[src/sv/multi_voice_sine_pan_mixer_macros.svh]
// ----------------------------------------------------------------------------
// multi_voice_sine_pan_mixer_macros
// Assertion macros shared by the mixer modules. Each expects clk, and
// MVSP_ASSERT also arst_n, in the scope where it is used.
// ----------------------------------------------------------------------------
`ifndef MULTI_VOICE_SINE_PAN_MIXER_MACROS_SVH
`define MULTI_VOICE_SINE_PAN_MIXER_MACROS_SVH

// checked only while out of reset
`define MVSP_ASSERT(label, prop, msg) \
	label: assert property (@(posedge clk) disable iff (!arst_n) prop) \
	else $error(msg);

// checked on every edge, reset included
`define MVSP_ASSERT_ALWAYS(label, prop, msg) \
	label: assert property (@(posedge clk) prop) \
	else $error(msg);

`endif

[src/sv/mvsp_pkg.sv]
// ----------------------------------------------------------------------------
// mvsp_pkg
// Types, register codes and the quarter-wave sine entry function of the
// multi-voice sine pan mixer.
// ----------------------------------------------------------------------------
`default_nettype none

package mvsp_pkg;

	// configuration port
	localparam int unsigned CFG_W     = 32;
	localparam int unsigned CFG_IDX_W = 3;

	localparam logic [CFG_IDX_W-1:0] REG_VOICE_COUNT  = 3'd0;
	localparam logic [CFG_IDX_W-1:0] REG_VOICE_INDEX  = 3'd1;
	localparam logic [CFG_IDX_W-1:0] REG_PHASE_STEP   = 3'd2;
	localparam logic [CFG_IDX_W-1:0] REG_PHASE_OFFSET = 3'd3;
	localparam logic [CFG_IDX_W-1:0] REG_PAN          = 3'd4;

	localparam int unsigned COUNT_W = 4;
	localparam int unsigned INDEX_W = 3;
	localparam int unsigned PAN_W   = 17;
	localparam logic [PAN_W-1:0] PAN_ONE = 17'h10000;

	// signed sample times signed pan operand
	localparam int unsigned SAMPLE_W = 16;
	localparam int unsigned PROD_W   = 34;

	// quarter-wave table entry math
	localparam logic [63:0] HALF_PI_Q30 = 64'd1686629713;
	localparam int unsigned TAYLOR_DIV [1:7] = '{6, 20, 42, 72, 110, 156, 210};

	typedef enum logic [2:0] {
		ST_IDLE,
		ST_ROTATE,
		ST_DRAIN,
		ST_DIVIDE,
		ST_EMIT
	} mix_state_t;

	// controls fanned out to every voice cell
	typedef struct packed {
		logic             shift;
		logic             clear;
		logic             wr_step;
		logic             wr_offset;
		logic             wr_pan;
		logic [CFG_W-1:0] wdata;
	} cell_ctrl_t;

	// sin(pi/2 * idx / 2^tbits) in Q1.15 from a Q30 taylor series
	function automatic logic [14:0] sine_entry(input int unsigned idx,
			input int unsigned tbits);
		logic [63:0] x;
		logic [63:0] term;
		longint      sum;
		longint      r;
		x    = (64'(idx) * HALF_PI_Q30) >> tbits;
		term = x;
		sum  = longint'(x);
		for (int k = 1; k <= 7; k++) begin
			term = (term * x) >> 30;
			term = (term * x) >> 30;
			term = term / TAYLOR_DIV[k];
			if (k % 2 == 1) begin
				sum = sum - longint'(term);
			end else begin
				sum = sum + longint'(term);
			end
		end
		if (sum < 0) begin
			sum = 0;
		end
		r = (sum + 16384) >>> 15;
		if (r > 32767) begin
			r = 32767;
		end
		return r[14:0];
	endfunction

endpackage

`default_nettype wire

[src/sv/mvsp_cell.sv]
// ----------------------------------------------------------------------------
// mvsp_cell
// One voice of the oscillator ring: phase accumulator, step, offset and pan.
// Hands its whole voice to the neighbor on every shift.
// ----------------------------------------------------------------------------
`default_nettype none

module mvsp_cell #(
	parameter int unsigned PHASE_BITS = 32
) (
	input  wire                       clk,
	input  wire                       arst_n,
	input  mvsp_pkg::cell_ctrl_t      ctrl,
	input  wire                       sel,
	input  wire  [PHASE_BITS-1:0]     acc_in,
	input  wire  [PHASE_BITS-1:0]     step_in,
	input  wire  [PHASE_BITS-1:0]     off_in,
	input  wire  [mvsp_pkg::PAN_W-1:0] pan_in,
	output logic [PHASE_BITS-1:0]     acc,
	output logic [PHASE_BITS-1:0]     step,
	output logic [PHASE_BITS-1:0]     off,
	output logic [mvsp_pkg::PAN_W-1:0] pan
);
	import mvsp_pkg::*;

	logic [PHASE_BITS-1:0] acc_q;
	logic [PHASE_BITS-1:0] step_q;
	logic [PHASE_BITS-1:0] off_q;
	logic [PAN_W-1:0]      pan_q;

	// accumulator: restart clears, shift takes the neighbor
	always_ff @(posedge clk or negedge arst_n) begin
		if (!arst_n) begin
			acc_q <= '0;
		end else if (ctrl.clear) begin
			acc_q <= '0;
		end else if (ctrl.shift) begin
			acc_q <= acc_in;
		end
	end

	// voice settings: shift or register write
	always_ff @(posedge clk or negedge arst_n) begin
		if (!arst_n) begin
			step_q <= '0;
			off_q  <= '0;
			pan_q  <= '0;
		end else if (ctrl.shift) begin
			step_q <= step_in;
			off_q  <= off_in;
			pan_q  <= pan_in;
		end else if (sel) begin
			if (ctrl.wr_step) begin
				step_q <= PHASE_BITS'(ctrl.wdata);
			end
			if (ctrl.wr_offset) begin
				off_q <= PHASE_BITS'(ctrl.wdata);
			end
			if (ctrl.wr_pan) begin
				pan_q <= ctrl.wdata[PAN_W-1:0];
			end
		end
	end

	assign acc  = acc_q;
	assign step = step_q;
	assign off  = off_q;
	assign pan  = pan_q;

endmodule

`default_nettype wire

[config.mk]
export PLATFORM = sky130hd
export DESIGN_NAME = mvsp_cell
export DESIGN_NICKNAME = d
export VERILOG_FILES = /design/src/sv/multi_voice_sine_pan_mixer_macros.svh /design/src/sv/mvsp_pkg.sv /design/src/sv/mvsp_cell.sv
export SDC_FILE = /design/constraint.sdc
export NUM_CORES = 1
export LEC_CHECK = 0
export BUFFER_PORTS_ARGS = -buffer_cell sky130_fd_sc_hd__buf_2
export CAP_MARGIN = 20
export CORE_MARGIN = 10
export CORE_UTILIZATION = 51
export DETAILED_ROUTE_END_ITERATION = 10
export GPL_TIMING_DRIVEN = 0
export PLACE_DENSITY_LB_ADDON = 0.3
export REMOVE_ABC_BUFFERS = 1
export SLEW_MARGIN = 40
export SYNTH_ARGS = -nofsm -noshare
export SYNTH_HDL_FRONTEND = slang
export SYNTH_SLANG_ARGS = --single-unit
[constraint.sdc]
create_clock -name clk -period 1.5 [get_ports clk]
set_input_delay 0.3 -clock clk [delete_from_list [all_inputs] [get_ports clk]]
set_output_delay 0.3 -clock clk [all_outputs]
set_load 0.02 [all_outputs]
==> results.cfg <==
[clocking]
clock_sinks = 113
root_buffer = clkbuf_16
clockBufferDepth = 2
clk_pin_slew_ps = 50
cts_buffers = 17
clock_latency_ps = 400
tritoncts = built
post_cts_buffers = 0
ctsHtreeMaxLevel = 4

[timing]
period_minus_slack_ps = 1440
skew_ps = 0
relSlewSlack_pct = 50.3
finalHoldViolCount = 0
drv_slew = 0
min_period_over_period_pct = 95.8
worst_pin_slew_ps = 745
postLayoutSetupSlackWorst_ps = 62.6
hold_ws_ps = 117
setup_viol = 0
rsz0062_at_grt = false
fmax_mhz = 696

[place]
place.gp.congestion = 0.797
port_buffers = 265
hpwl_microns = 13500
dp_slack_ps = -497

[global_route]
grt_pass1_vias = 5503
antenna_found_initial = 2
grt_usage_pct = 23.3
globalRouteOverflowTotal = 0
grt_start_max_net_pins = 112
grt_first_pass_wirelength_microns = 30000

[outcome]
status = finished, final reports clean

[synthesis]
syn-cell-area_sq_um = 5780
ys_warn_count = 0
synth_common_cells = dfrtp_1, inv_1, nand2_1, nand4b_1, o311ai_1
syn_area_per_cell_sq_um = 10.2
synth_edf_count = 0
synth_area_leaders = dfrtp_1, nand4b_1, o311ai_1
seq_area_frac_synth_pct = 48.9
synth-seq-cells = 113
synth_cell_types = 19
synthCells = 564
yosysTopAreaCellShare_pct = 48.9
synth_flop_cell = dfrtp_1
synth_top_area_cell = dfrtp_1
synth_most_common_cell = dfrtp_1
synth-async-reset-ratio_pct = 100

[hold_path]
min_from = pan_in[15]
min_to = pan[15]$_DFFE_PN0P_
min_path_cells = 3
hold_path.class = input port to flop

[pwr]
power.leakage_nw = 3.83
peakVddDrop_mv = 0.847
p_int_mw = 6.08
sw_frac_of_total_pct = 28.9
seqPwrFrac_pct = 40.6
p_switching_mw = 2.47
clock_power_share_pct = 39.5
combPwrFrac_pct = 19.9
powerDensity_nw_per_um2 = 1140

[setup_path]
worstSetupPathType = input port to flop
rr_worst_depth = 2
crit_path_end_kind = flop
r2r_slack_ps = 480
required_ps = 1730
r2r_start = off[30]$_DFFE_PN0P_
regToRegEndpoint = off[30]$_DFFE_PN0P_
cp-start-kind = input port
path_max_fanout = 33
arrival_ps = 1660

[route]
dr.pass1.iters = 4
routed_wirelength_microns = 19300
wl_per_cell_microns = 20.5
vias_per_cell = 5.67
drc = 0
drtIter0Drc = 505
postRouteAntennaNets = 0
vias = 5334

[cells_and_area]
drive_above_1_share_pct = 37.8
fin_util_pct = 68.3
fill_cells = 846
area_growth_syn_to_layout_pct = 29.8
nets = 945

[floorplan]
core_sq_um = 11000
io_pins = 266
die_w_microns = 126
design.die.area_sq_um = 16000
die_y_microns = 126
start_util_pct = 52.6
rows = 38

[job]
drv_cap = 0
-- per-layer routing --
layer | routed length, microns | up-vias | GRT usage [%]
met5 | 7 | - | 0
met4 | 423 | 2 | 8.64
met3 | 2330 | 33 | 11.5
met2 | 9360 | 276 | 38.0
met1 | 7200 | 2556 | 25.7
li1 | - | 2467 | -
-- registers in the layout, summed over array words and instances, names as in the netlist --
signal	flops
step	32
pan	17
acc	32
off	32
-- worst max path at each step --
stage,slack [ps],cells past startpoint,startpoint,endpoint
3_5_place_dp,-500,3,sel,pan[2]$_DFFE_PN0P_
4_1_cts,60,3,ctrl[33],off[30]$_DFFE_PN0P_
2_1_floorplan,200,2,ctrl[32],pan[0]$_DFFE_PN0P_
6_report,60,3,ctrl[33],off[30]$_DFFE_PN0P_
3_3_place_gp,-2540,2,ctrl[36],off[23]$_DFFE_PN0P_
5_1_grt,0.6,3,ctrl[33],off[30]$_DFFE_PN0P_
-- area by class of cell --
class | count | area (sq um) | share of cell area [%]
clock buffer | 24 | 472 | 6.29
timing repair buffer | 269 | 1450 | 19.3
clock inverter | 2 | 10.0 | 0.133
inverter | 81 | 304 | 4.05
sequential | 113 | 2830 | 37.7
tap | 140 | 175 | 2.33
antenna | 1 | 2.50 | 0.0334
multi-input combinational | 310 | 2260 | 30.2
-- power by group through the flow --
stage / Combinational [mW] / Sequential [mW] / Clock [mW]
final: 1.70 / 3.47 / 3.38
after global routing: 1.85 / 3.50 / 3.56
after CTS: 1.72 / 3.47 / 3.43
after detailed placement: 1.71 / 3.51 / 0
after global placement: 1.67 / 3.50 / 0
after floorplan: 0.437 / 3.85 / 0
-- through the flow --
| stage | std cells | area (sq um) | total power, mW | setup TNS (ps) |
|---|---|---|---|---|
| 6_report | 940 | 7500 | 8.55 | 0 |
| 2_1_floorplan | 504 | 5390 | 4.29 | 0 |
| 4_1_cts | 939 | 7500 | 8.62 | 0 |
| 5_1_grt | 940 | 7500 | 8.91 | 0 |
| 3_3_place_gp | 909 | 6900 | 5.17 | -400750 |
| 3_5_place_dp | 912 | 7000 | 5.22 | -30450 |
-- placed cells by master (no fill, tap or decap), drive strengths merged --
cell type,instances
buf,267
dfrtp,113
inv,81
nand4b,81
nand2,81
o311ai,81
mux2i,32
nor2,32
clkbuf,25
and2,3
clkinv,2
diode,1
dlygate4sd3,1
-- logic make-up after synthesis --
family / after synthesis / synth area share, %
DFF: 113 / 48.9
buffers and inverters: 141 / 11.9
muxes: 32 / 5.54
and+or+nand+nor: 197 / 20.0
AOI/OAI and AO/OA: 81 / 13.6
-- repair_timing --
| item | in CTS | in global routing |
|---|---|---|
| resized for setup | 1 | 1 |
| endpoints found under the setup margin | 10 | 1 |
| hold endpoints to repair | 52 | 0 |
| hold buffers | 1 | 0 |
-- worst max-delay path: stages --
cell	delay, ps
buf_2	570
and2_4	530
o311ai_0	240
Power figures use the tool's default switching activity.
