### src/sv/multi_voice_sine_pan_mixer_macros.svh
// ----------------------------------------------------------------------------
// multi_voice_sine_pan_mixer_macros
// Assertion macros shared by the mixer modules. Each expects clk, and
// MVSP_ASSERT also arst_n, in the scope where it is used.
// ----------------------------------------------------------------------------
`ifndef MULTI_VOICE_SINE_PAN_MIXER_MACROS_SVH
`define MULTI_VOICE_SINE_PAN_MIXER_MACROS_SVH

// checked only while out of reset
`define MVSP_ASSERT(label, prop, msg) \
	label: assert property (@(posedge clk) disable iff (!arst_n) prop) \
	else $error(msg);

// checked on every edge, reset included
`define MVSP_ASSERT_ALWAYS(label, prop, msg) \
	label: assert property (@(posedge clk) prop) \
	else $error(msg);

`endif

### src/sv/mvsp_pkg.sv
// ----------------------------------------------------------------------------
// mvsp_pkg
// Types, register codes and the quarter-wave sine entry function of the
// multi-voice sine pan mixer.
// ----------------------------------------------------------------------------
`default_nettype none

package mvsp_pkg;

	// configuration port
	localparam int unsigned CFG_W     = 32;
	localparam int unsigned CFG_IDX_W = 3;

	localparam logic [CFG_IDX_W-1:0] REG_VOICE_COUNT  = 3'd0;
	localparam logic [CFG_IDX_W-1:0] REG_VOICE_INDEX  = 3'd1;
	localparam logic [CFG_IDX_W-1:0] REG_PHASE_STEP   = 3'd2;
	localparam logic [CFG_IDX_W-1:0] REG_PHASE_OFFSET = 3'd3;
	localparam logic [CFG_IDX_W-1:0] REG_PAN          = 3'd4;

	localparam int unsigned COUNT_W = 4;
	localparam int unsigned INDEX_W = 3;
	localparam int unsigned PAN_W   = 17;
	localparam logic [PAN_W-1:0] PAN_ONE = 17'h10000;

	// signed sample times signed pan operand
	localparam int unsigned SAMPLE_W = 16;
	localparam int unsigned PROD_W   = 34;

	// quarter-wave table entry math
	localparam logic [63:0] HALF_PI_Q30 = 64'd1686629713;
	localparam int unsigned TAYLOR_DIV [1:7] = '{6, 20, 42, 72, 110, 156, 210};

	typedef enum logic [2:0] {
		ST_IDLE,
		ST_ROTATE,
		ST_DRAIN,
		ST_DIVIDE,
		ST_EMIT
	} mix_state_t;

	// controls fanned out to every voice cell
	typedef struct packed {
		logic             shift;
		logic             clear;
		logic             wr_step;
		logic             wr_offset;
		logic             wr_pan;
		logic [CFG_W-1:0] wdata;
	} cell_ctrl_t;

	// sin(pi/2 * idx / 2^tbits) in Q1.15 from a Q30 taylor series
	function automatic logic [14:0] sine_entry(input int unsigned idx,
			input int unsigned tbits);
		logic [63:0] x;
		logic [63:0] term;
		longint      sum;
		longint      r;
		x    = (64'(idx) * HALF_PI_Q30) >> tbits;
		term = x;
		sum  = longint'(x);
		for (int k = 1; k <= 7; k++) begin
			term = (term * x) >> 30;
			term = (term * x) >> 30;
			term = term / TAYLOR_DIV[k];
			if (k % 2 == 1) begin
				sum = sum - longint'(term);
			end else begin
				sum = sum + longint'(term);
			end
		end
		if (sum < 0) begin
			sum = 0;
		end
		r = (sum + 16384) >>> 15;
		if (r > 32767) begin
			r = 32767;
		end
		return r[14:0];
	endfunction

endpackage

`default_nettype wire

### src/sv/mvsp_div.sv
// ----------------------------------------------------------------------------
// mvsp_div
// Serial mix divider: sum / (count * 65536) truncated toward zero and
// saturated to Q1.15, zero for a zero count, one quotient bit per cycle.
// ----------------------------------------------------------------------------
`default_nettype none

`include "multi_voice_sine_pan_mixer_macros.svh"

module mvsp_div #(
	parameter int unsigned ACC_W = 37,
	parameter int unsigned CNT_W = 4
) (
	input  wire                               clk,
	input  wire                               arst_n,
	input  wire                               start,
	input  wire  signed [ACC_W-1:0]           sum,
	input  wire  [CNT_W-1:0]                  n,
	output logic                              done,
	output logic signed [mvsp_pkg::SAMPLE_W-1:0] result
);
	import mvsp_pkg::*;

	localparam int unsigned MAG_W = ACC_W - 16;
	localparam int unsigned CW    = $clog2(MAG_W + 1);

	logic [ACC_W-1:0] abs_c;
	logic [CNT_W:0]   rem_sh_c;
	logic             ge_c;
	logic [CNT_W:0]   rem_sub_c;
	logic [MAG_W-1:0] dvd_q;
	logic [CNT_W-1:0] rem_q;
	logic [CNT_W-1:0] n_q;
	logic             neg_q;
	logic             zero_q;
	logic             run_q;
	logic             done_q;
	logic [CW-1:0]    cnt_q;

	// magnitude of the sum and one restoring step
	always_comb begin
		abs_c     = sum[ACC_W-1] ? (~sum + 1'b1) : sum;
		rem_sh_c  = {rem_q, dvd_q[MAG_W-1]};
		ge_c      = rem_sh_c >= {1'b0, n_q};
		rem_sub_c = ge_c ? (rem_sh_c - {1'b0, n_q}) : rem_sh_c;
	end

	// control
	always_ff @(posedge clk or negedge arst_n) begin
		if (!arst_n) begin
			run_q  <= 1'b0;
			done_q <= 1'b0;
			cnt_q  <= '0;
		end else begin
			done_q <= 1'b0;
			if (start) begin
				run_q <= 1'b1;
				cnt_q <= CW'(MAG_W);
			end else if (run_q) begin
				cnt_q <= cnt_q - 1'b1;
				if (cnt_q == CW'(1)) begin
					run_q  <= 1'b0;
					done_q <= 1'b1;
				end
			end
		end
	end

	// datapath: dividend shifts out, quotient bits shift in
	always_ff @(posedge clk) begin
		if (start) begin
			dvd_q  <= abs_c[ACC_W-1:16];
			rem_q  <= '0;
			n_q    <= n;
			neg_q  <= sum[ACC_W-1];
			zero_q <= (n == '0);
		end else if (run_q) begin
			dvd_q <= {dvd_q[MAG_W-2:0], ge_c};
			rem_q <= rem_sub_c[CNT_W-1:0];
		end
	end

	// sign and saturation
	always_comb begin
		if (zero_q) begin
			result = '0;
		end else if (neg_q) begin
			if (dvd_q > MAG_W'(32768)) begin
				result = 16'sh8000;
			end else begin
				result = SAMPLE_W'(~dvd_q + 1'b1);
			end
		end else begin
			if (dvd_q > MAG_W'(32767)) begin
				result = 16'sh7FFF;
			end else begin
				result = SAMPLE_W'(dvd_q);
			end
		end
	end

	assign done = done_q;

	`MVSP_ASSERT_ALWAYS(a_run_count, run_q |-> cnt_q != '0, "divider running with no bits left")
	`MVSP_ASSERT(a_start_runs, start |=> run_q, "divider did not start")
	`MVSP_ASSERT(a_done_stops, done_q |-> !run_q, "divider done while still running")

endmodule

`default_nettype wire

### config.mk
export PLATFORM = sky130hd
export DESIGN_NAME = mvsp_div
export DESIGN_NICKNAME = d
export VERILOG_FILES = /design/src/sv/mvsp_pkg.sv /design/src/sv/mvsp_div.sv
export VERILOG_INCLUDE_DIRS = /design/src /design/src/sv
export SDC_FILE = /design/constraint.sdc
export NUM_CORES = 1
export LEC_CHECK = 0
export BUFFER_PORTS_ARGS = -buffer_cell sky130_fd_sc_hd__buf_2
export CORE_UTILIZATION = 40
export DETAILED_ROUTE_END_ITERATION = 10
export PLACE_DENSITY_LB_ADDON = 0.25
export SLEW_MARGIN = 20
export SYNTH_ARGS = -nofsm -noshare
export SYNTH_HDL_FRONTEND = slang
export SYNTH_SLANG_ARGS = --single-unit
### constraint.sdc
create_clock -name clk -period 3.8 [get_ports clk]
set_input_delay 0.38 -clock clk [delete_from_list [all_inputs] [get_ports clk]]
set_output_delay 0.38 -clock clk [all_outputs]
set_load 0.01 [all_outputs]
==> impl_metrics.ini <==
[status]
outcome = finished, final reports clean

[timing]
worst_slew_margin_rel_pct = 34.4
maxClockFrequency_mhz = 326
timing_worst_slew_pin_value_ns = 0.984
number_of_slew_limit_violations_in_the_final_report = 0
setup-violations-final = 0
layout_worst_path_cycle_share_pct = 80.6
period_needed_ns = 3.06
setup-tns-final_ns = 0
timing_hold_violations_final = 0
rsz0062_at_grt = false
fin_worst_skew_ns = 0.0110

[worst_setup_path]
cp_data_required_time_ns = 3.42
path_class = reg2out
cp_max_fo = 8
critical_path.slowest_cell = edfxtp_1
timing.critical_path.buf_inv = 2
timing.critical_path.max_delay_family = simple AND/OR/NAND/NOR gates
setup.worst_path.end_class = output port
critical_path.max_stage_delay_ns = 0.46
timing.critical_path.arrival_ns = 2.68
setup.worst_path.start_class = flop
cp_cell_sequence = inv_1, ha_1, nor3b_1, a41oi_2, nand2b_1, or3b_1, a31oi_1, buf_2

[finish]
most-common-layout-cells = buf_2, nor2_1, a21oi_1
final_common_cell = buf_2
layout-drive-gt1-share_pct = 22.1
final-seq-area_sq_um = 1070
final_util_pct = 48.9
num-fill-cells = 686
diodes_inserted = 0
finalNetCount = 432
area_growth_pct = 16.6
multi_input_comb_area_sq_um = 1690

[clock_tree]
h-tree-depth = 2
cts_num_sinks = 38
largest_buffer_count_on_any_clock_path = 2
clk_latency_ns = 0.30
cts_tree = yes
worst_setup_hold_path_clk_slew_ns = 0.08
cts.repair_timing.setup_buffer_count = 0
cts_root_buf = clkbuf_8
cts_buffers = 5

[global_routing]
pin_count_of_the_biggest_net_entering_global_routing = 62
vias_in_the_first_global_route = 2425
antenna_found_initial = 0
overflow = 0
grt_first_pass_wirelength_mm = 11.6
grt_usage_pct = 19.3

[detailed_routing]
totalWireLength_mm = 7.09
routed-via-count = 2722
vias_per_cell = 5.72
drt-pass1-iter-count = 4
drt_drc_violations_left = 0
wl_per_cell_microns = 14.9
antenna_violating_nets_post_route = 0
drt-initial-drc-count = 160

[die]
initial_utilization_pct = 42.0
dieWidth_microns = 87.1
fp.dieArea_sq_um = 7590
core-area_sq_um = 6910
row_count = 30
boundaryPins = 61
overall_die_height_microns = 87.1

[placed_design]
routability_congestion = 0.840
place_hpwl_mm = 5.10
port_buffers = 60

[synthesis]
asyncSetResetFlopFracSynth_pct = 18.4
synth_cells = 332
register_area_share_after_synthesis_pct = 36.8
synthesized_area_per_cell_sq_um = 8.73
yosysWarningCount = 0
synth-edff-count = 27
syn_std_cell_area_sq_um = 2900
postSynthRegisterBits = 38
mappedNetlistNets = 385
ys_types = 48
ys_dominant_reg_cell = edfxtp_1

[power]
internal_power_uw = 866
power.ir.vdd_worst_mv = 0.195
power.density_nw_per_um2 = 381
power.leakage_uw = 0.00129
switching_power_uw = 421
p_clk_share_pct = 28.1
power.combinational.fraction_pct = 25.3
p_total_uw = 1290
seqPwrFrac_pct = 46.6
power.share.switching_pct = 32.7

[worst_hold_path]
min-delay-path-class = in2reg

[job]
timing.max_cap.violations = 0
metrics by stage:
stage | hold slack (ns) | setup slack, ns | cells | cell area (sq um)
global placement | 0.220 | 1.11 | 467 | 3240
floorplan | 0.0844 | 1.37 | 332 | 2900
global route | 0.268 | 0.468 | 476 | 3380
finish | 0.270 | 0.737 | 476 | 3380
CTS | 0.267 | 0.745 | 476 | 3380
detailed placement | 0.222 | 1.08 | 467 | 3240
final cells by class:
type / count / area share [%]
clock inverters: 1 / 0.259
flip-flops and latches: 38 / 31.5
repair buffers: 62 / 9.40
well taps: 96 / 3.55
clock buffers: 7 / 3.52
inverters: 16 / 1.78
multi-input cells: 256 / 49.9
flip-flops by register name, summed over array words and instances (netlist names):
signal	cells
n_q	4
done	1
zero_q	1
run_q	1
dvd_q	21
cnt_q	5
neg_q	1
rem_q	4
per-layer routing:
| metal | vias to the layer above | global-route usage [%] | wire, microns |
|---|---|---|---|
| met2 | 92 | 31.9 | 3340 |
| met3 | 6 | 3.41 | 376 |
| met4 | 0 | 4.17 | 36 |
| met5 | - | 0 | 0 |
| met1 | 1272 | 26.4 | 3330 |
| li1 | 1352 | - | - |
power groups by stage:
stage	combinational [uW]	sequential, uW	clock (uW)
after floorplan	252	557	0
after global routing	370	609	379
final	326	599	361
after detailed placement	324	605	0
after CTS	327	597	368
after global placement	315	602	0
cells in the mapped netlist (all sizes together), types with 4 or more instances:
cell / count / share of area (%)
o21ai: 16 / 2.8
dfxtp: 4 / 2.8
nor3: 13 / 2.2
or4: 9 / 2.8
o31ai: 11 / 3.2
ha: 8 / 3.5
dfrtp: 7 / 6.0
clkbuf: 20 / 2.6
xor2: 21 / 6.3
nand4: 6 / 1.3
nand4b: 6 / 1.8
a211oi: 4 / 1.0
edfxtp: 27 / 28
a31oi: 6 / 1.3
a21oi: 31 / 5.4
nor2: 36 / 4.7
nor4: 15 / 3.8
a21o: 4 / 1.0
nand2: 15 / 1.9
inv: 16 / 2.1
or3: 12 / 2.6
o41ai: 7 / 2.4
xnor2: 4 / 1.2
nand2b: 6 / 1.3
cell families (layout without fill, tap and decap cells):
logic type	count (synthesis)	after routing	synth area share, %
simple gates	132	132	26.0
compound gates	90	90	20.5
flops	38	38	36.8
buf+inv	38	86	4.97
xor+xnor	25	25	7.56
fa+ha+maj	9	9	4.15
final timing paths:
check	startpoint	cells after the start	slack [ns]	end
worst min-delay path	n[3]	1	0.27	n_q[3]
worst min register to register	rem_q[3]	2	0.49	rem_q[3]
min in group asynchronous	arst_n	2	0.43	done
worst max register to register	n_q[1]	7	1.81	rem_q[0]
worst max-delay path	dvd_q[0]	8	0.74	result[11]
max in group asynchronous	arst_n	2	3.22	cnt_q[1]
what timing repair did:
action                    in CTS  in global routing
gates resized for setup        0                  0
hold buffers                   1                  0
hold endpoints to repair       7                  0
Power figures use the tool's default switching activity.
